<file path="src/rtl/idxdq_pkg.sv">
// Shared types and constants for the indexed deque with listing.
`default_nettype none
package idxdq_pkg;

  localparam int DATA_W = 32;
  localparam int MODE_W = 2;

  localparam logic [MODE_W-1:0] MODE_ADD_HEAD = 2'd0;
  localparam logic [MODE_W-1:0] MODE_ADD_TAIL = 2'd1;
  localparam logic [MODE_W-1:0] MODE_DELETE   = 2'd2;

  typedef enum logic [1:0] {
    OP_NONE     = 2'd0,
    OP_ADD_HEAD = 2'd1,
    OP_ADD_TAIL = 2'd2,
    OP_DELETE   = 2'd3
  } op_kind_t;

endpackage
`default_nettype wire

</file>
<file path="src/rtl/idxdq_cell.sv">
// One storage cell of the deque chain: holds one entry, shifts with its neighbors.
`default_nettype none
module idxdq_cell #(
  parameter int IDX   = 0,
  parameter int CNT_W = 5
) (
  input  wire                           clk,
  input  wire idxdq_pkg::op_kind_t      op,
  input  wire  [CNT_W-1:0]              pos,
  input  wire  [CNT_W-1:0]              cnt,
  input  wire  [idxdq_pkg::DATA_W-1:0]  operand,
  input  wire  [idxdq_pkg::DATA_W-1:0]  left_data,
  input  wire  [idxdq_pkg::DATA_W-1:0]  right_data,
  output logic [idxdq_pkg::DATA_W-1:0]  data
);

  localparam logic [CNT_W-1:0] MY_IDX = CNT_W'(IDX);

  logic [idxdq_pkg::DATA_W-1:0] data_r;
  logic [idxdq_pkg::DATA_W-1:0] data_nxt;

  always_comb begin
    data_nxt = data_r;
    unique case (op)
      idxdq_pkg::OP_ADD_HEAD: data_nxt = left_data;
      idxdq_pkg::OP_ADD_TAIL: begin
        if (cnt == MY_IDX) data_nxt = operand;
      end
      idxdq_pkg::OP_DELETE: begin
        if (MY_IDX >= pos) data_nxt = right_data;
      end
      default: data_nxt = data_r;
    endcase
  end

  always_ff @(posedge clk) begin
    data_r <= data_nxt;
  end

  assign data = data_r;

endmodule
`default_nettype wire

</file>
<file path="src/rtl/indexed_deque_with_listing_unit.sv">
// Top level of the indexed deque with listing: request control, cell chain, listing.
// Each request beat is accepted in ST_IDLE, applied to the cell chain in the next cycle
// (ST_UPDATE), and then listed one beat per cycle while out_tready is high: 2*count beats
// (head to tail, then tail to head), or two empty markers when the list is empty. No new
// request is accepted until the last beat of that listing is taken. A push into a full
// list is dropped and flagged with overflow on every beat of its listing.
`default_nettype none
module indexed_deque_with_listing_unit #(
  parameter int CAPACITY = 16
) (
  input  wire         clk,
  input  wire         rst_n,
  input  wire         in_tvalid,
  output logic        in_tready,
  input  wire  [31:0] in_tdata,   // [31:0] operand
  input  wire  [1:0]  in_tuser,   // [1:0] mode
  output logic        out_tvalid,
  input  wire         out_tready,
  output logic [31:0] out_tdata,  // [31:0] element
  output logic [3:0]  out_tuser,  // [0] direction, [1] list_empty, [2] last_in_direction,
                                  // [3] overflow
  output logic        out_tlast   // last beat of this request
);

  localparam int CNT_W = $clog2(CAPACITY + 1);
  localparam int IDX_W = (CAPACITY > 1) ? $clog2(CAPACITY) : 1;
  localparam logic [CNT_W-1:0] CAP_C = CNT_W'(CAPACITY);
  localparam logic [CNT_W-1:0] ONE_C = CNT_W'(1);

  typedef enum logic [2:0] {
    ST_IDLE   = 3'b001,
    ST_UPDATE = 3'b010,
    ST_LIST   = 3'b100
  } state_t;

  state_t state_r, state_nxt;

  logic [CNT_W-1:0]              count_r, count_nxt;
  logic [CNT_W-1:0]              pos_r, pos_nxt;
  logic                          dir_r, dir_nxt;
  logic                          ovf_r, ovf_nxt;
  logic [idxdq_pkg::MODE_W-1:0]  mode_r;
  logic [idxdq_pkg::DATA_W-1:0]  opnd_r;

  idxdq_pkg::op_kind_t           op;
  logic [CNT_W-1:0]              del_pos;
  logic                          del_ok;
  logic                          list_empty;
  logic                          last_dir;
  logic                          out_beat;

  logic [idxdq_pkg::DATA_W-1:0]  cell_q [CAPACITY];

  // cell chain
  for (genvar g = 0; g < CAPACITY; g++) begin : g_cell
    logic [idxdq_pkg::DATA_W-1:0] left_d;
    logic [idxdq_pkg::DATA_W-1:0] right_d;
    if (g == 0) begin : g_head
      assign left_d = opnd_r;
    end else begin : g_mid_l
      assign left_d = cell_q[g-1];
    end
    if (g == CAPACITY - 1) begin : g_tail
      assign right_d = cell_q[g];
    end else begin : g_mid_r
      assign right_d = cell_q[g+1];
    end
    idxdq_cell #(
      .IDX   (g),
      .CNT_W (CNT_W)
    ) u_cell (
      .clk        (clk),
      .op         (op),
      .pos        (del_pos),
      .cnt        (count_r),
      .operand    (opnd_r),
      .left_data  (left_d),
      .right_data (right_d),
      .data       (cell_q[g])
    );
  end

  assign del_pos = opnd_r[CNT_W-1:0];
  assign del_ok  = !opnd_r[idxdq_pkg::DATA_W-1] &&
                   ({{(idxdq_pkg::DATA_W-CNT_W){1'b0}}, count_r} > opnd_r);

  always_comb begin
    op = idxdq_pkg::OP_NONE;
    if (state_r == ST_UPDATE) begin
      unique case (mode_r)
        idxdq_pkg::MODE_ADD_HEAD: if (count_r < CAP_C) op = idxdq_pkg::OP_ADD_HEAD;
        idxdq_pkg::MODE_ADD_TAIL: if (count_r < CAP_C) op = idxdq_pkg::OP_ADD_TAIL;
        idxdq_pkg::MODE_DELETE:   if (del_ok) op = idxdq_pkg::OP_DELETE;
        default:                  op = idxdq_pkg::OP_NONE;
      endcase
    end
  end

  assign list_empty = (count_r == '0);
  assign last_dir   = list_empty ? 1'b1
                    : (dir_r ? (pos_r == '0) : (pos_r == count_r - ONE_C));
  assign out_beat   = out_tvalid && out_tready;

  assign in_tready  = (state_r == ST_IDLE);
  assign out_tvalid = (state_r == ST_LIST);
  assign out_tdata  = list_empty ? '0 : cell_q[pos_r[IDX_W-1:0]];
  assign out_tuser  = {ovf_r, last_dir, list_empty, dir_r};
  assign out_tlast  = dir_r && last_dir;

  always_comb begin
    state_nxt = state_r;
    count_nxt = count_r;
    pos_nxt   = pos_r;
    dir_nxt   = dir_r;
    ovf_nxt   = ovf_r;
    unique case (state_r)
      ST_IDLE: begin
        if (in_tvalid) state_nxt = ST_UPDATE;
      end
      ST_UPDATE: begin
        ovf_nxt = ((mode_r == idxdq_pkg::MODE_ADD_HEAD) ||
                   (mode_r == idxdq_pkg::MODE_ADD_TAIL)) && (count_r >= CAP_C);
        case (op) inside
          idxdq_pkg::OP_ADD_HEAD, idxdq_pkg::OP_ADD_TAIL: count_nxt = count_r + ONE_C;
          idxdq_pkg::OP_DELETE:                           count_nxt = count_r - ONE_C;
          default:                                        count_nxt = count_r;
        endcase
        pos_nxt   = '0;
        dir_nxt   = 1'b0;
        state_nxt = ST_LIST;
      end
      ST_LIST: begin
        if (out_beat) begin
          if (last_dir) begin
            if (dir_r) begin
              state_nxt = ST_IDLE;
            end else begin
              dir_nxt = 1'b1;
              pos_nxt = list_empty ? '0 : count_r - ONE_C;
            end
          end else if (dir_r) begin
            pos_nxt = pos_r - ONE_C;
          end else begin
            pos_nxt = pos_r + ONE_C;
          end
        end
      end
      default: state_nxt = ST_IDLE;
    endcase
  end

  always_ff @(posedge clk) begin
    if (!rst_n) begin
      state_r <= ST_IDLE;
      count_r <= '0;
      pos_r   <= '0;
      dir_r   <= 1'b0;
      ovf_r   <= 1'b0;
    end else begin
      state_r <= state_nxt;
      count_r <= count_nxt;
      pos_r   <= pos_nxt;
      dir_r   <= dir_nxt;
      ovf_r   <= ovf_nxt;
    end
  end

  always_ff @(posedge clk) begin
    if (in_tvalid && in_tready) begin
      mode_r <= in_tuser;
      opnd_r <= in_tdata;
    end
  end

endmodule
`default_nettype wire
</file>
<file path="config.mk">
export PLATFORM = sky130hd
export DESIGN_NAME = indexed_deque_with_listing_unit
export DESIGN_NICKNAME = d
export VERILOG_FILES = /design/src/rtl/idxdq_pkg.sv /design/src/rtl/idxdq_cell.sv /design/src/rtl/indexed_deque_with_listing_unit.sv
export SDC_FILE = /design/constraint.sdc
export NUM_CORES = 1
export LEC_CHECK = 0
export BUFFER_PORTS_ARGS = -buffer_cell sky130_fd_sc_hd__buf_2
export CAP_MARGIN = 0
export CORE_MARGIN = 3
export CORE_UTILIZATION = 38
export CTS_BUF_LIST = sky130_fd_sc_hd__clkbuf_8 sky130_fd_sc_hd__clkbuf_16
export DETAILED_ROUTE_END_ITERATION = 6
export SETUP_SLACK_MARGIN = 0.5
export SLEW_MARGIN = 20
export SYNTH_ARGS = -nofsm -noshare
export SYNTH_HDL_FRONTEND = slang
export SYNTH_SLANG_ARGS = --single-unit
</file>
<file path="constraint.sdc">
create_clock -name clk -period 12.6 [get_ports clk]
set_clock_uncertainty 0.05 [all_clocks]
set_input_delay 1.26 -clock clk [delete_from_list [all_inputs] [get_ports clk]]
set_output_delay 1.26 -clock clk [all_outputs]
set_load 0.1 [all_outputs]
</file>
==> reports/qor.yml, run 1 <==
outcome: "complete, no violations"
die_h_um: 278.1
die_x_um: 278.1
p_clk_share_pct: 45.1
top_level_ports: 77
peakVddDrop_v: 0.0001140
end_kind: "output pin"
core_mm2: 0.07321
yosys_register_bits: 561
synthesis.instances: 1708
min_path_type: "reg -> reg"
setup.reg_to_reg.worst_slack_ns: 6.88
timing.hold.worst_path_depth: 2
logic_pwr_share_pct: 2.5
design.die.area_mm2: 0.07736
yosys_most_used_dff: "sky130_fd_sc_hd__edfxtp_1"
cts_tree: "built"
layout_min_cycle_time_ns: 6.160
route.detailed.vias_per_inst: 6.799
static-leakage-power_uw: 0.009940
postCtsSetupBuffers: 0
grt_pass1_vias: 18045
area.sequential_mm2: 0.01671
tns_ns: 0
wire_length_of_the_first_global_routing_pass_mm: 118.8
multi_input_comb_area_mm2: 0.01080
tritoncts_num_sinks: 561
cts_buffer_depth: 3
drtIter0Drc: 2221
yosysWarningCount: 0
drv_slew: 0
grt_setup_unrepaired: "no"
crit_path_max_fanout: 54
wire_per_inst_um: 29.36
grt.overflow.total: 0
final_cell_count_no_fill: 2697
net_count_after_synthesis: 1765
final_net_count: 1744
initial_core_util_pct: 38.44
worst-endpoint-arrival_ns: 4.85
intPower_uw: 3115
cts.hold.buffers_added: 0
drv.max_cap_violation_count: 0
postSynth.asyncResetShare_pct: 0
antenna_violations_before_repair: 1
slew_headroom_pct: 24.82
numPortBuffers: 76
final_antenna_net_count: 0
layout-drive-gt1-share_pct: 26.41
placedCellCount: 2582
placed_cell_area_mm2: 0.02945
mean_cell_area_of_the_mapped_netlist_um2: 16.48
gr-usage-all-layers_pct: 20.02
min-delay-start: "ovf_r"
route.detailed.drc: 0
fmaxAchievable_ghz: 0.1623
synth.lib_cells_used.distinct: 51
grt_start_max_net_pins: 241
power.share.sequential_pct: 52.4
regToRegStartpoint: "g_cell[0].left_d[31]"
yosysSeqAreaShare_pct: 59.33
totalWireLength_mm: 79.18
timing_worst_setup_path_type: "reg -> out"
antenna_cells: 0
num-fill-cells: 6410
power_switching_share_pct: 21.60
synth_enable_flop_cells: 546
dpl.hpwl_mm: 44.53
total_switching_power_uw: 858.1
period_share_pct: 48.89
postLayoutCellArea_mm2: 0.03146
setup.worst_path.start: "pos_r[1]"
crit_required_ns: 11.29
netlist_area_mm2: 0.02814
power_per_cell_area_mw_per_mm2: 126.3
worstRegToRegCells: 10
std_cell_rows: 99
min_delay_worst_endpoint: "ovf_r"
timing.rr.end: "g_cell[0].u_cell.data[30]"
via_count: 18337
cts_repair_resize_count: 0
setup.worst_path.start_class: "flop"
clkSlewWorstSetupHoldPaths_ns: 0.06
h-tree-depth: 2
worstSkewPairLatency_ns: 0.64
finalHoldViolCount: 0
transition_at_the_pin_with_the_smallest_max_transition_slack_ns: 1.128
cts_made_buffers: 61
drt-pass1-iter-count: 5
globalplace.congestion: 0.8145
area_delta_synth_final_pct: 11.78
clk_root_buffer_cell: "sky130_fd_sc_hd__clkbuf_16"
setup_violating_endpoint_count_in_the_final_report: 0
## worst max-delay path, stage by stage, from the launching register on
cell	delay, ns
sky130_fd_sc_hd__dfxtp_4	0.99
sky130_fd_sc_hd__buf_4	0.67
sky130_fd_sc_hd__buf_4	0.83
sky130_fd_sc_hd__mux4_2	0.61
sky130_fd_sc_hd__mux4_2	0.53
sky130_fd_sc_hd__and2_1	0.18
sky130_fd_sc_hd__buf_2	0.29
## power groups by stage
stage	clock network [uW]	registers (uW)	logic, uW
after detailed placement	0	2120	98.9
after global placement	0	2120	97.6
after floorplan	0	2110	60.3
after global routing	1910	2080	106
after CTS	1830	2080	99.4
final	1790	2080	98.6
## placed cells by master, fill, tap and decap left out, drive strengths merged, types with 10 or more instances in the layout
master,n
buf,114
xnor2,14
a21oi,15
nor2,14
ha,18
clkbuf,62
inv,22
a221o,448
nand2,28
nand3,11
and2,67
clkinv,32
mux4,160
edfxtp,546
dfxtp,15
o21ai,18
a221oi,10
mux2,61
## metrics by stage
step / power [uW] / setup WS, ns / hold WS, ns / utilization [%]
after floorplan: 2170 / 6.816 / 0.4083 / -
after global placement: 2218 / 6.839 / 0.4286 / 40.19
after detailed placement: 2220 / 6.999 / 0.4302 / 40.22
after CTS: 4013 / 6.330 / 0.4501 / 42.95
after global routing: 4096 / 6.147 / 0.4837 / 42.97
final: 3973 / 6.440 / 0.4510 / 42.97
## cells by family (layout without fill, tap and decap cells)
family	after synthesis	in the layout	synth area share, %
adder cells (fa/ha/maj)	19	19	0.8714
flip-flops	561	561	59.33
AND/OR/NAND/NOR	163	163	3.277
buffers and inverters	212	242	3.237
AO/OA/AOI/OAI	514	514	17.48
multiplexers	222	222	15.28
XOR/XNOR	17	17	0.5291
## cells in the mapped netlist (all sizes together) (3+ instances only)
cell	number	share of area [%]
nor4	6	0.13
a221oi	10	0.31
nand4	5	0.11
xnor2	14	0.44
a221o	448	16
clkbuf	154	2.1
and2	67	1.5
edfxtp	546	58
nor3b	4	0.11
o21ai	18	0.32
nor3	7	0.12
nor2	14	0.19
dfxtp	15	1.1
a21oi	15	0.27
mux4	160	13
ha	18	0.80
nand2b	3	0.067
xor2	3	0.093
nand3b	3	0.12
mux2	61	2.4
nand3	11	0.20
and3	3	0.067
nor2b	7	0.16
o21a	3	0.080
a21o	5	0.13
inv	13	0.17
buf	44	1.0
o221ai	4	0.12
nand2	28	0.37
## routing by layer
| layer | routed length, um | global-route usage, % | vias up |
|---|---|---|---|
| li1 | - | - | 7586 |
| met1 | 34250 | 29.72 | 9665 |
| met2 | 35970 | 30.19 | 964 |
| met3 | 6932 | 3.825 | 122 |
| met4 | 2027 | 5.550 | 0 |
| met5 | 0 | 0 | - |
## final cells by class
cell class | count | area share, %
Sequential cell | 561 | 53.12
Multi-Input combinational cell | 935 | 34.33
Inverter | 14 | 0.1671
Clock buffer | 62 | 4.932
Tap cell | 959 | 3.814
Timing Repair Buffer | 114 | 2.231
Clock inverter | 52 | 1.408
## flip-flops by register name (all words and copies together), names as in the netlist
register	count
count_r	5
dir_r	1
state_r	3
g_cell.u_cell.data	512
ovf_r	1
pos_r	5
g_cell.left_d	32
mode_r	2
## worst max-delay path by stage
stage                                     end
floorplan           g_cell[13].u_cell.data[0]
detailed placement              out_tdata[30]
CTS                             out_tdata[30]
global route                    out_tdata[30]
finish                          out_tdata[12]
global placement    g_cell[0].u_cell.data[22]
(Power assumes the default switching activity.)
==> run 2: changes to the inputs <==
- ABC_AREA: default -> 1
- clock period: 12.6 -> 5.37 ns (I/O delays scaled with it)
==> reports/qor.yml, run 2 <==
netlist_area_mm2: 0.02943  # was 0.02814 mm^2
placed_cell_area_mm2: 0.03083  # was 0.02945 mm^2
finalHoldViolCount: 0  # unchanged
min-delay-start: "in_tdata[22]"  # was ovf_r
route.detailed.drc: 0  # unchanged
timing.rr.end: "g_cell[11].u_cell.data[22]"  # was g_cell[0].u_cell.data[30]
gr-usage-all-layers_pct: 22.33  # was 20.02%
worstRegToRegCells: 12  # was 10
top_level_ports: 77  # unchanged
antenna_violations_before_repair: 0  # was 1
post_synth_most_frequent_cells: "sky130_fd_sc_hd__edfxtp_1 (546), sky130_fd_sc_hd__inv_1 (502), sky130_fd_sc_hd__o221ai_1 (392)"  # was sky130_fd_sc_hd__edfxtp_1 (546), sky130_fd_sc_hd__a221o_1 (448), sky130_fd_sc_hd__mux4_2 (160)
globalplace.congestion: 0.8737  # was 0.8145
synth_largest_area_cell: "sky130_fd_sc_hd__edfxtp_1"  # unchanged
worstSkewPairLatency_ns: 0.65  # was 0.64 ns
cp_common_cell: "sky130_fd_sc_hd__buf_4"
initial_core_util_pct: 38.56  # was 38.44%
area_delta_synth_final_pct: 11.45  # was 11.78%
cts_buffer_depth: 3  # unchanged
tritoncts_num_sinks: 561  # unchanged
crit_family: "buffers and inverters"  # unchanged
num-fill-cells: 7307  # was 6410
met2RoutedLength_mm: 43.44  # was 35.97 mm
m1WireLength_mm: 39.32  # was 34.25 mm
layout-drive-gt1-share_pct: 9.060  # was 26.41%
postSynth.asyncResetShare_pct: 0  # unchanged
setup_violating_endpoint_count_in_the_final_report: 0  # unchanged
end_kind: "flop"  # was output pin
drt-pass1-iter-count: 6  # was 5
final_cell_count_no_fill: 3989  # was 2697
final_net_count: 2969  # was 1744
cts_tree: "built"  # unchanged
multi_input_comb_area_mm2: 0.009973  # was 0.01080 mm^2
net_count_after_synthesis: 3033  # was 1765
cts_made_buffers: 60  # was 61
via_count: 24170  # was 18337
min_delay_worst_endpoint: "g_cell[0].left_d[22]"  # was ovf_r
wire_length_of_the_first_global_routing_pass_mm: 141.5  # was 118.8 mm
cp_cell_sequence: "inv_1 -> ha_1 -> nand3_1 -> o2111ai_1 -> nor2_1 -> o21ai_0 -> a21oi_1 -> ha_2 -> inv_8 -> buf_4 -> buf_4 -> o221ai_1"  # was buf_4 -> buf_4 -> mux4_2 -> mux4_2 -> and2_1 -> buf_2
timing.hold.worst_path_depth: 1  # was 2
std_cell_rows: 101  # was 99
holdWs_ns: 0.05240  # was 0.4510 ns
regToRegStartpoint: "count_r[0]"  # was g_cell[0].left_d[31]
layout_common_cells: "sky130_fd_sc_hd__edfxtp_1 (546), sky130_fd_sc_hd__inv_1 (508), sky130_fd_sc_hd__o221ai_1 (392)"  # was sky130_fd_sc_hd__edfxtp_1 (546), sky130_fd_sc_hd__a221o_1 (448), sky130_fd_sc_hd__mux4_2 (160)
crit_path_max_fanout: 94  # was 54
commonest_non_fill_non_tap_cell_in_the_layout: "sky130_fd_sc_hd__edfxtp_1"  # unchanged
worst-endpoint-arrival_ns: 4.85  # about the same
crit_path_top_delay_cell: "sky130_fd_sc_hd__buf_4"  # was sky130_fd_sc_hd__dfxtp_4
fin_util_pct: 42.98  # was 42.97%
core_mm2: 0.07633  # was 0.07321 mm^2
grt_pass1_vias: 22797  # was 18045
final_antenna_net_count: 0  # unchanged
route.detailed.vias_per_inst: 6.059  # was 6.799
synthesis.instances: 2976  # was 1708
synth_top_cells_by_area: "sky130_fd_sc_hd__edfxtp_1 (56%), sky130_fd_sc_hd__o221ai_1 (12%), sky130_fd_sc_hd__inv_1 (6.4%), sky130_fd_sc_hd__o21ai_0 (5.6%), sky130_fd_sc_hd__a21oi_1 (4.9%)"  # was sky130_fd_sc_hd__edfxtp_1 (58%), sky130_fd_sc_hd__a221o_1 (16%), sky130_fd_sc_hd__mux4_2 (13%), sky130_fd_sc_hd__mux2_2 (2.4%), sky130_fd_sc_hd__clkbuf_1 (2.1%)
area.sequential_mm2: 0.01671  # about the same
yosys_most_used_dff: "sky130_fd_sc_hd__edfxtp_1"  # unchanged
met3WireLength_mm: 7.762  # was 6.932 mm
h-tree-depth: 2  # unchanged
setup.reg_to_reg.worst_slack_ns: 0.82  # was 6.88 ns
synth_enable_flop_cells: 546  # unchanged
critical-path-max-stage-delay_ns: 0.85  # was 0.99 ns
postLayoutCellArea_mm2: 0.03281  # was 0.03146 mm^2
yosysWarningCount: 0  # unchanged
mean_cell_area_of_the_mapped_netlist_um2: 9.891  # was 16.48 um^2
peakVddDrop_v: 0.0002756  # was 0.0001140 V
tns_ns: 0  # unchanged
power_per_cell_area_mw_per_mm2: 281.2  # was 126.3 mW/mm^2
crit_required_ns: 5.67  # was 11.29 ns
static-leakage-power_uw: 0.01220  # was 0.009940 uW
grt.overflow.total: 0  # unchanged
design.die.area_mm2: 0.08084  # was 0.07736 mm^2
yosys_register_bits: 561  # unchanged
placedCellCount: 3870  # was 2582
synth.lib_cells_used.distinct: 41  # was 51
die_x_um: 284.3  # was 278.1 um
totalWireLength_mm: 93.62  # was 79.18 mm
yosysSeqAreaShare_pct: 56.72  # was 59.33%
numPortBuffers: 76  # unchanged
clkSlewWorstSetupHoldPaths_ns: 0.07  # was 0.06 ns
critical_path_buf_inv_count: 4  # was 3
grt_setup_unrepaired: "no"  # unchanged
period_share_pct: 84.74
drv_slew: 0  # unchanged
largest_reg_flops: 512  # unchanged
grt_start_max_net_pins: 276  # was 241
slew_headroom_pct: 19.58  # was 24.82%
timing_worst_setup_path_type: "reg -> reg"  # was reg -> out
clk_root_buffer_cell: "sky130_fd_sc_hd__clkbuf_16"  # unchanged
drtIter0Drc: 2884  # was 2221
fmaxAchievable_ghz: 0.2198
setup.worst_path.start_class: "flop"  # unchanged
drv.max_cap_violation_count: 0  # unchanged
synth_most_common_cell: "sky130_fd_sc_hd__edfxtp_1"  # unchanged
die_h_um: 284.3  # was 278.1 um
wire_per_inst_um: 23.47  # was 29.36 um
top_layer: "met4"  # unchanged
layout_min_cycle_time_ns: 4.550
dpl.hpwl_mm: 55.65  # was 44.53 mm
min_path_type: "in -> reg"  # was reg -> reg
synth_largest_type_area_fraction_pct: 55.70  # was 58.26%
transition_at_the_pin_with_the_smallest_max_transition_slack_ns: 1.206  # was 1.128 ns
outcome: "complete, no violations"  # unchanged
-- run 2: power breakdown --
part	switching [uW]	total, uW	internal [uW]	leakage (uW)
Clock	1790	3960	2170	0.000939
Sequential	40.1	4900	4860	0.00506
Combinational	259	361	102	0.00620
-- run 2: layout make-up --
class                           instances  area share (%)
Clock inverter                         48          0.9955
Inverter                              507           5.847
Sequential cell                       561           50.92
Timing Repair Buffer                  140           3.318
Tap cell                             1030           3.928
Clock buffer                           60           4.577
Antenna cell                            1        0.007628
Multi-Input combinational cell       1642           30.40
-- run 2: logic make-up after synthesis --
| family | synth area share, % |
|---|---|
| adder cells (fa/ha/maj) | 0.8332 |
| AND/OR/NAND/NOR | 7.498 |
| XOR/XNOR | 0.1190 |
| AO/OA/AOI/OAI | 24.69 |
| buffers and inverters | 10.14 |
| flip-flops | 56.72 |
-- run 2: routing by layer --
metal | track usage [%] | up-vias
met5 | 0 | -
met1 | 30.75 | 11796
met3 | 3.408 | 191
li1 | - | 10896
met2 | 36.14 | 1287
met4 | 7.446 | 0
-- run 2: how the worst max path moves through the flow --
stage | startpoint | end | depth (start not counted)
CTS | g_cell[0].left_d[23] | g_cell[14].u_cell.data[27] | 14
floorplan | state_r[0] | g_cell[0].left_d[0] | 4
global placement | g_cell[0].left_d[20] | g_cell[14].u_cell.data[19] | 14
detailed placement | g_cell[0].left_d[27] | g_cell[14].u_cell.data[15] | 14
finish | count_r[0] | g_cell[11].u_cell.data[22] | 12
global route | count_r[0] | g_cell[6].u_cell.data[27] | 12
-- run 2: worst register-to-register path, delay by kind of cell, from the launching register on --
kind	cells	cell delay, ns
AND/OR/NAND/NOR	2	0.21
AO/OA/AOI/OAI	4	0.83
flip-flops	1	0.50
buffers and inverters	4	2.11
adder cells (fa/ha/maj)	2	0.59
-- run 2: through the flow --
step                setup WS (ns)  total power, uW
finish                     0.8196             9225
detailed placement         0.2505             5346
global placement           0.5615             5333
floorplan                  0.5595             5190
CTS                        0.5458             9293
global route               0.5360             9496
-- run 2: what timing repair did --
item / in CTS / in global routing
pin swaps: 0 / 1
setup buffers: 0 / 5
endpoints found under the setup margin: 55 / 75
resized for setup: 2 / 2
hold endpoints to repair: 3 / 0
hold buffers: 3 / 0
==> run 3: changes to the inputs <==
- ABC_AREA: 1 -> 0
- clock period: 5.37 -> 3.9 ns (I/O delays scaled with it)
==> reports/qor.yml, run 3 (same netlist as run 1, synthesis figures left out) <==
setup.worst_path.start_class: "flop"  # unchanged
route.detailed.vias_per_inst: 6.697  # was 6.059
numPortBuffers: 76  # unchanged
grt-busiest-layer: "met2"  # unchanged
peakVddDrop_v: 0.0002362  # was 0.0002756 V
drv.max_cap_violation_count: 0  # unchanged
crit_path_max_fanout: 4  # was 94
timing_worst_setup_path_type: "reg -> out"  # was reg -> reg
grt.overflow.total: 0  # unchanged
power_per_cell_area_mw_per_mm2: 392.2  # was 281.2 mW/mm^2
cts_made_buffers: 66  # was 60
num-fill-cells: 6159  # was 7307
route.detailed.drc: 0  # unchanged
cp_cell_sequence: "buf_4 -> buf_4 -> mux4_2 -> mux4_2 -> and2_1 -> buf_2"  # was inv_1 -> ha_1 -> nand3_1 -> o2111ai_1 -> nor2_1 -> o21ai_0 -> a21oi_1 -> ha_2 -> inv_8 -> buf_4 -> buf_4 -> o221ai_1
die_h_um: 278.1  # was 284.3 um
slew_headroom_pct: 49.62  # was 19.58%
totalWireLength_mm: 85.45  # was 93.62 mm
static-leakage-power_uw: 0.01137  # was 0.01220 uW
tns_ns: 0  # unchanged
area_delta_synth_final_pct: 22.27  # was 11.45%
holdWs_ns: 0.05605  # was 0.05240 ns
crit_required_ns: 3.46  # was 5.67 ns
antenna_cells: 0  # was 1
top_level_ports: 77  # unchanged
dpl.hpwl_mm: 50.25  # was 55.65 mm
end_kind: "output pin"  # was flop
clkSlewWorstSetupHoldPaths_ns: 0.06  # was 0.07 ns
wire_per_inst_um: 29.47  # was 23.47 um
transition_at_the_pin_with_the_smallest_max_transition_slack_ns: 0.7557  # was 1.206 ns
final_antenna_net_count: 0  # unchanged
initial_core_util_pct: 38.44  # was 38.56%
critical-path-max-stage-delay_ns: 0.52  # was 0.85 ns
grt_pass1_vias: 18932  # was 22797
gr-usage-all-layers_pct: 21.27  # was 22.33%
worstSkewPairLatency_ns: 0.62  # was 0.65 ns
drt-pass1-iter-count: 6  # unchanged
crit_path_top_delay_cell: "sky130_fd_sc_hd__mux4_2"  # was sky130_fd_sc_hd__buf_4
globalplace.congestion: 0.8272  # was 0.8737
cts_tree: "built"  # unchanged
largest_reg_flops: 512  # unchanged
outcome: "complete, no violations"  # unchanged
tritoncts_num_sinks: 561  # unchanged
placed_cell_area_mm2: 0.03098  # was 0.03083 mm^2
layout_common_cells: "sky130_fd_sc_hd__edfxtp_1 (546), sky130_fd_sc_hd__a221o_1 (448), sky130_fd_sc_hd__mux4_2 (160)"  # was sky130_fd_sc_hd__edfxtp_1 (546), sky130_fd_sc_hd__inv_1 (508), sky130_fd_sc_hd__o221ai_1 (392)
die_x_um: 278.1  # was 284.3 um
power_after_layout_uw: 13500  # was 9225 uW
drv_slew: 0  # unchanged
antenna_violations_before_repair: 1  # was 0
min_path_type: "in -> reg"  # unchanged
via_count: 19422  # was 24170
finalHoldViolCount: 0  # unchanged
drtIter0Drc: 2621  # was 2884
grt_use_met1_pct: 29.84  # was 30.75%
postLayoutCellArea_mm2: 0.03441  # was 0.03281 mm^2
layout_min_cycle_time_ns: 3.374
gr-usage-met2_pct: 33.47  # was 36.14%
grt_start_max_net_pins: 109  # was 276
clk_root_buffer_cell: "sky130_fd_sc_hd__clkbuf_16"  # unchanged
layout-drive-gt1-share_pct: 33.38  # was 9.060%
design.die.area_mm2: 0.07736  # was 0.08084 mm^2
period_share_pct: 86.52
grt_setup_unrepaired: "yes"  # was no
grt_util_met3_pct: 4.664  # was 3.408%
cts_buffer_depth: 3  # unchanged
wire_length_of_the_first_global_routing_pass_mm: 124.9  # was 141.5 mm
final_net_count: 1949  # was 2969
setup_violating_endpoint_count_in_the_final_report: 0  # unchanged
h-tree-depth: 3  # was 2
commonest_non_fill_non_tap_cell_in_the_layout: "sky130_fd_sc_hd__edfxtp_1"  # unchanged
fmaxAchievable_ghz: 0.2964
std_cell_rows: 99  # was 101
worst-endpoint-arrival_ns: 2.93  # was 4.85 ns
core_mm2: 0.07321  # was 0.07633 mm^2
run 3: cell count changes in the layout (fill, tap and decap cells not counted), moves of 102 or more:
cell | before | now
sky130_fd_sc_hd__buf_4 | 44 | 146
sky130_fd_sc_hd__nand3_1 | 153 | 11
sky130_fd_sc_hd__a21oi_1 | 288 | 10
sky130_fd_sc_hd__a221o_1 | 0 | 448
sky130_fd_sc_hd__mux4_2 | 0 | 160
sky130_fd_sc_hd__nand2_1 | 280 | 25
sky130_fd_sc_hd__inv_1 | 508 | 21
sky130_fd_sc_hd__o21ai_0 | 332 | 16
sky130_fd_sc_hd__o221ai_1 | 392 | 4
run 3: layout make-up:
class / instances / area (um^2) / area share, %
Clock buffer: 68 / 1702 / 4.945
Sequential cell: 561 / 16710 / 48.56
Inverter: 14 / 58.81 / 0.1709
Tap cell: 959 / 1200 / 3.487
Timing Repair Buffer: 314 / 3309 / 9.618
Clock inverter: 49 / 506.7 / 1.473
Multi-Input combinational cell: 935 / 10920 / 31.74
run 3: what timing repair did:
item,4_1_cts,5_1_grt
hold buffers,36,0
buffers inserted,22,14
pin swaps,0,9
resized for setup,30,36
hold endpoints to repair,36,0
cloned,4,6
endpoints found under the setup margin,912,856
run 3: worst paths after layout:
| check | start | endpoint | slack (ns) | cells after the start |
|---|---|---|---|---|
| worst min-delay path | out_tready | dir_r | 0.06 | 3 |
| worst max-delay path | pos_r[0] | out_tdata[19] | 0.53 | 6 |
| worst min register to register | ovf_r | ovf_r | 0.47 | 2 |
| worst max register to register | g_cell[0].left_d[12] | g_cell[11].u_cell.data[9] | 0.57 | 10 |
run 3: critical path: cells and delay by family, from the launching register on:
kind,cells,cell delay (ns)
buf+inv,3,0.67
mux,2,1.03
simple gates,1,0.23
flops,1,0.38
run 3: routing by layer:
layer  part of all wire, %  vias to the layer above  wire length [um]
met1                    42                    10139             35740
met4                   2.9                        0              2456
met3                   8.4                      175              7213
li1                      -                     8021                 -
met5                     0                        -                 0
met2                    47                     1087             40040
run 3: through the flow:
stage               worst slack, ns  cells  utilization (%)
finish                       0.5259   2900            47.00
global route                 0.4645   2900            47.00
floorplan                    0.3047   1708                -
global placement             0.2315   2701            42.31
detailed placement           0.3034   2701            42.31
CTS                          0.4584   2880            46.47
run 3: power breakdown:
part           internal [uW]  switching, uW  total [uW]
sequential              6640           81.2        6730
clock                   3780           2580        6360
combinational            189            219         408
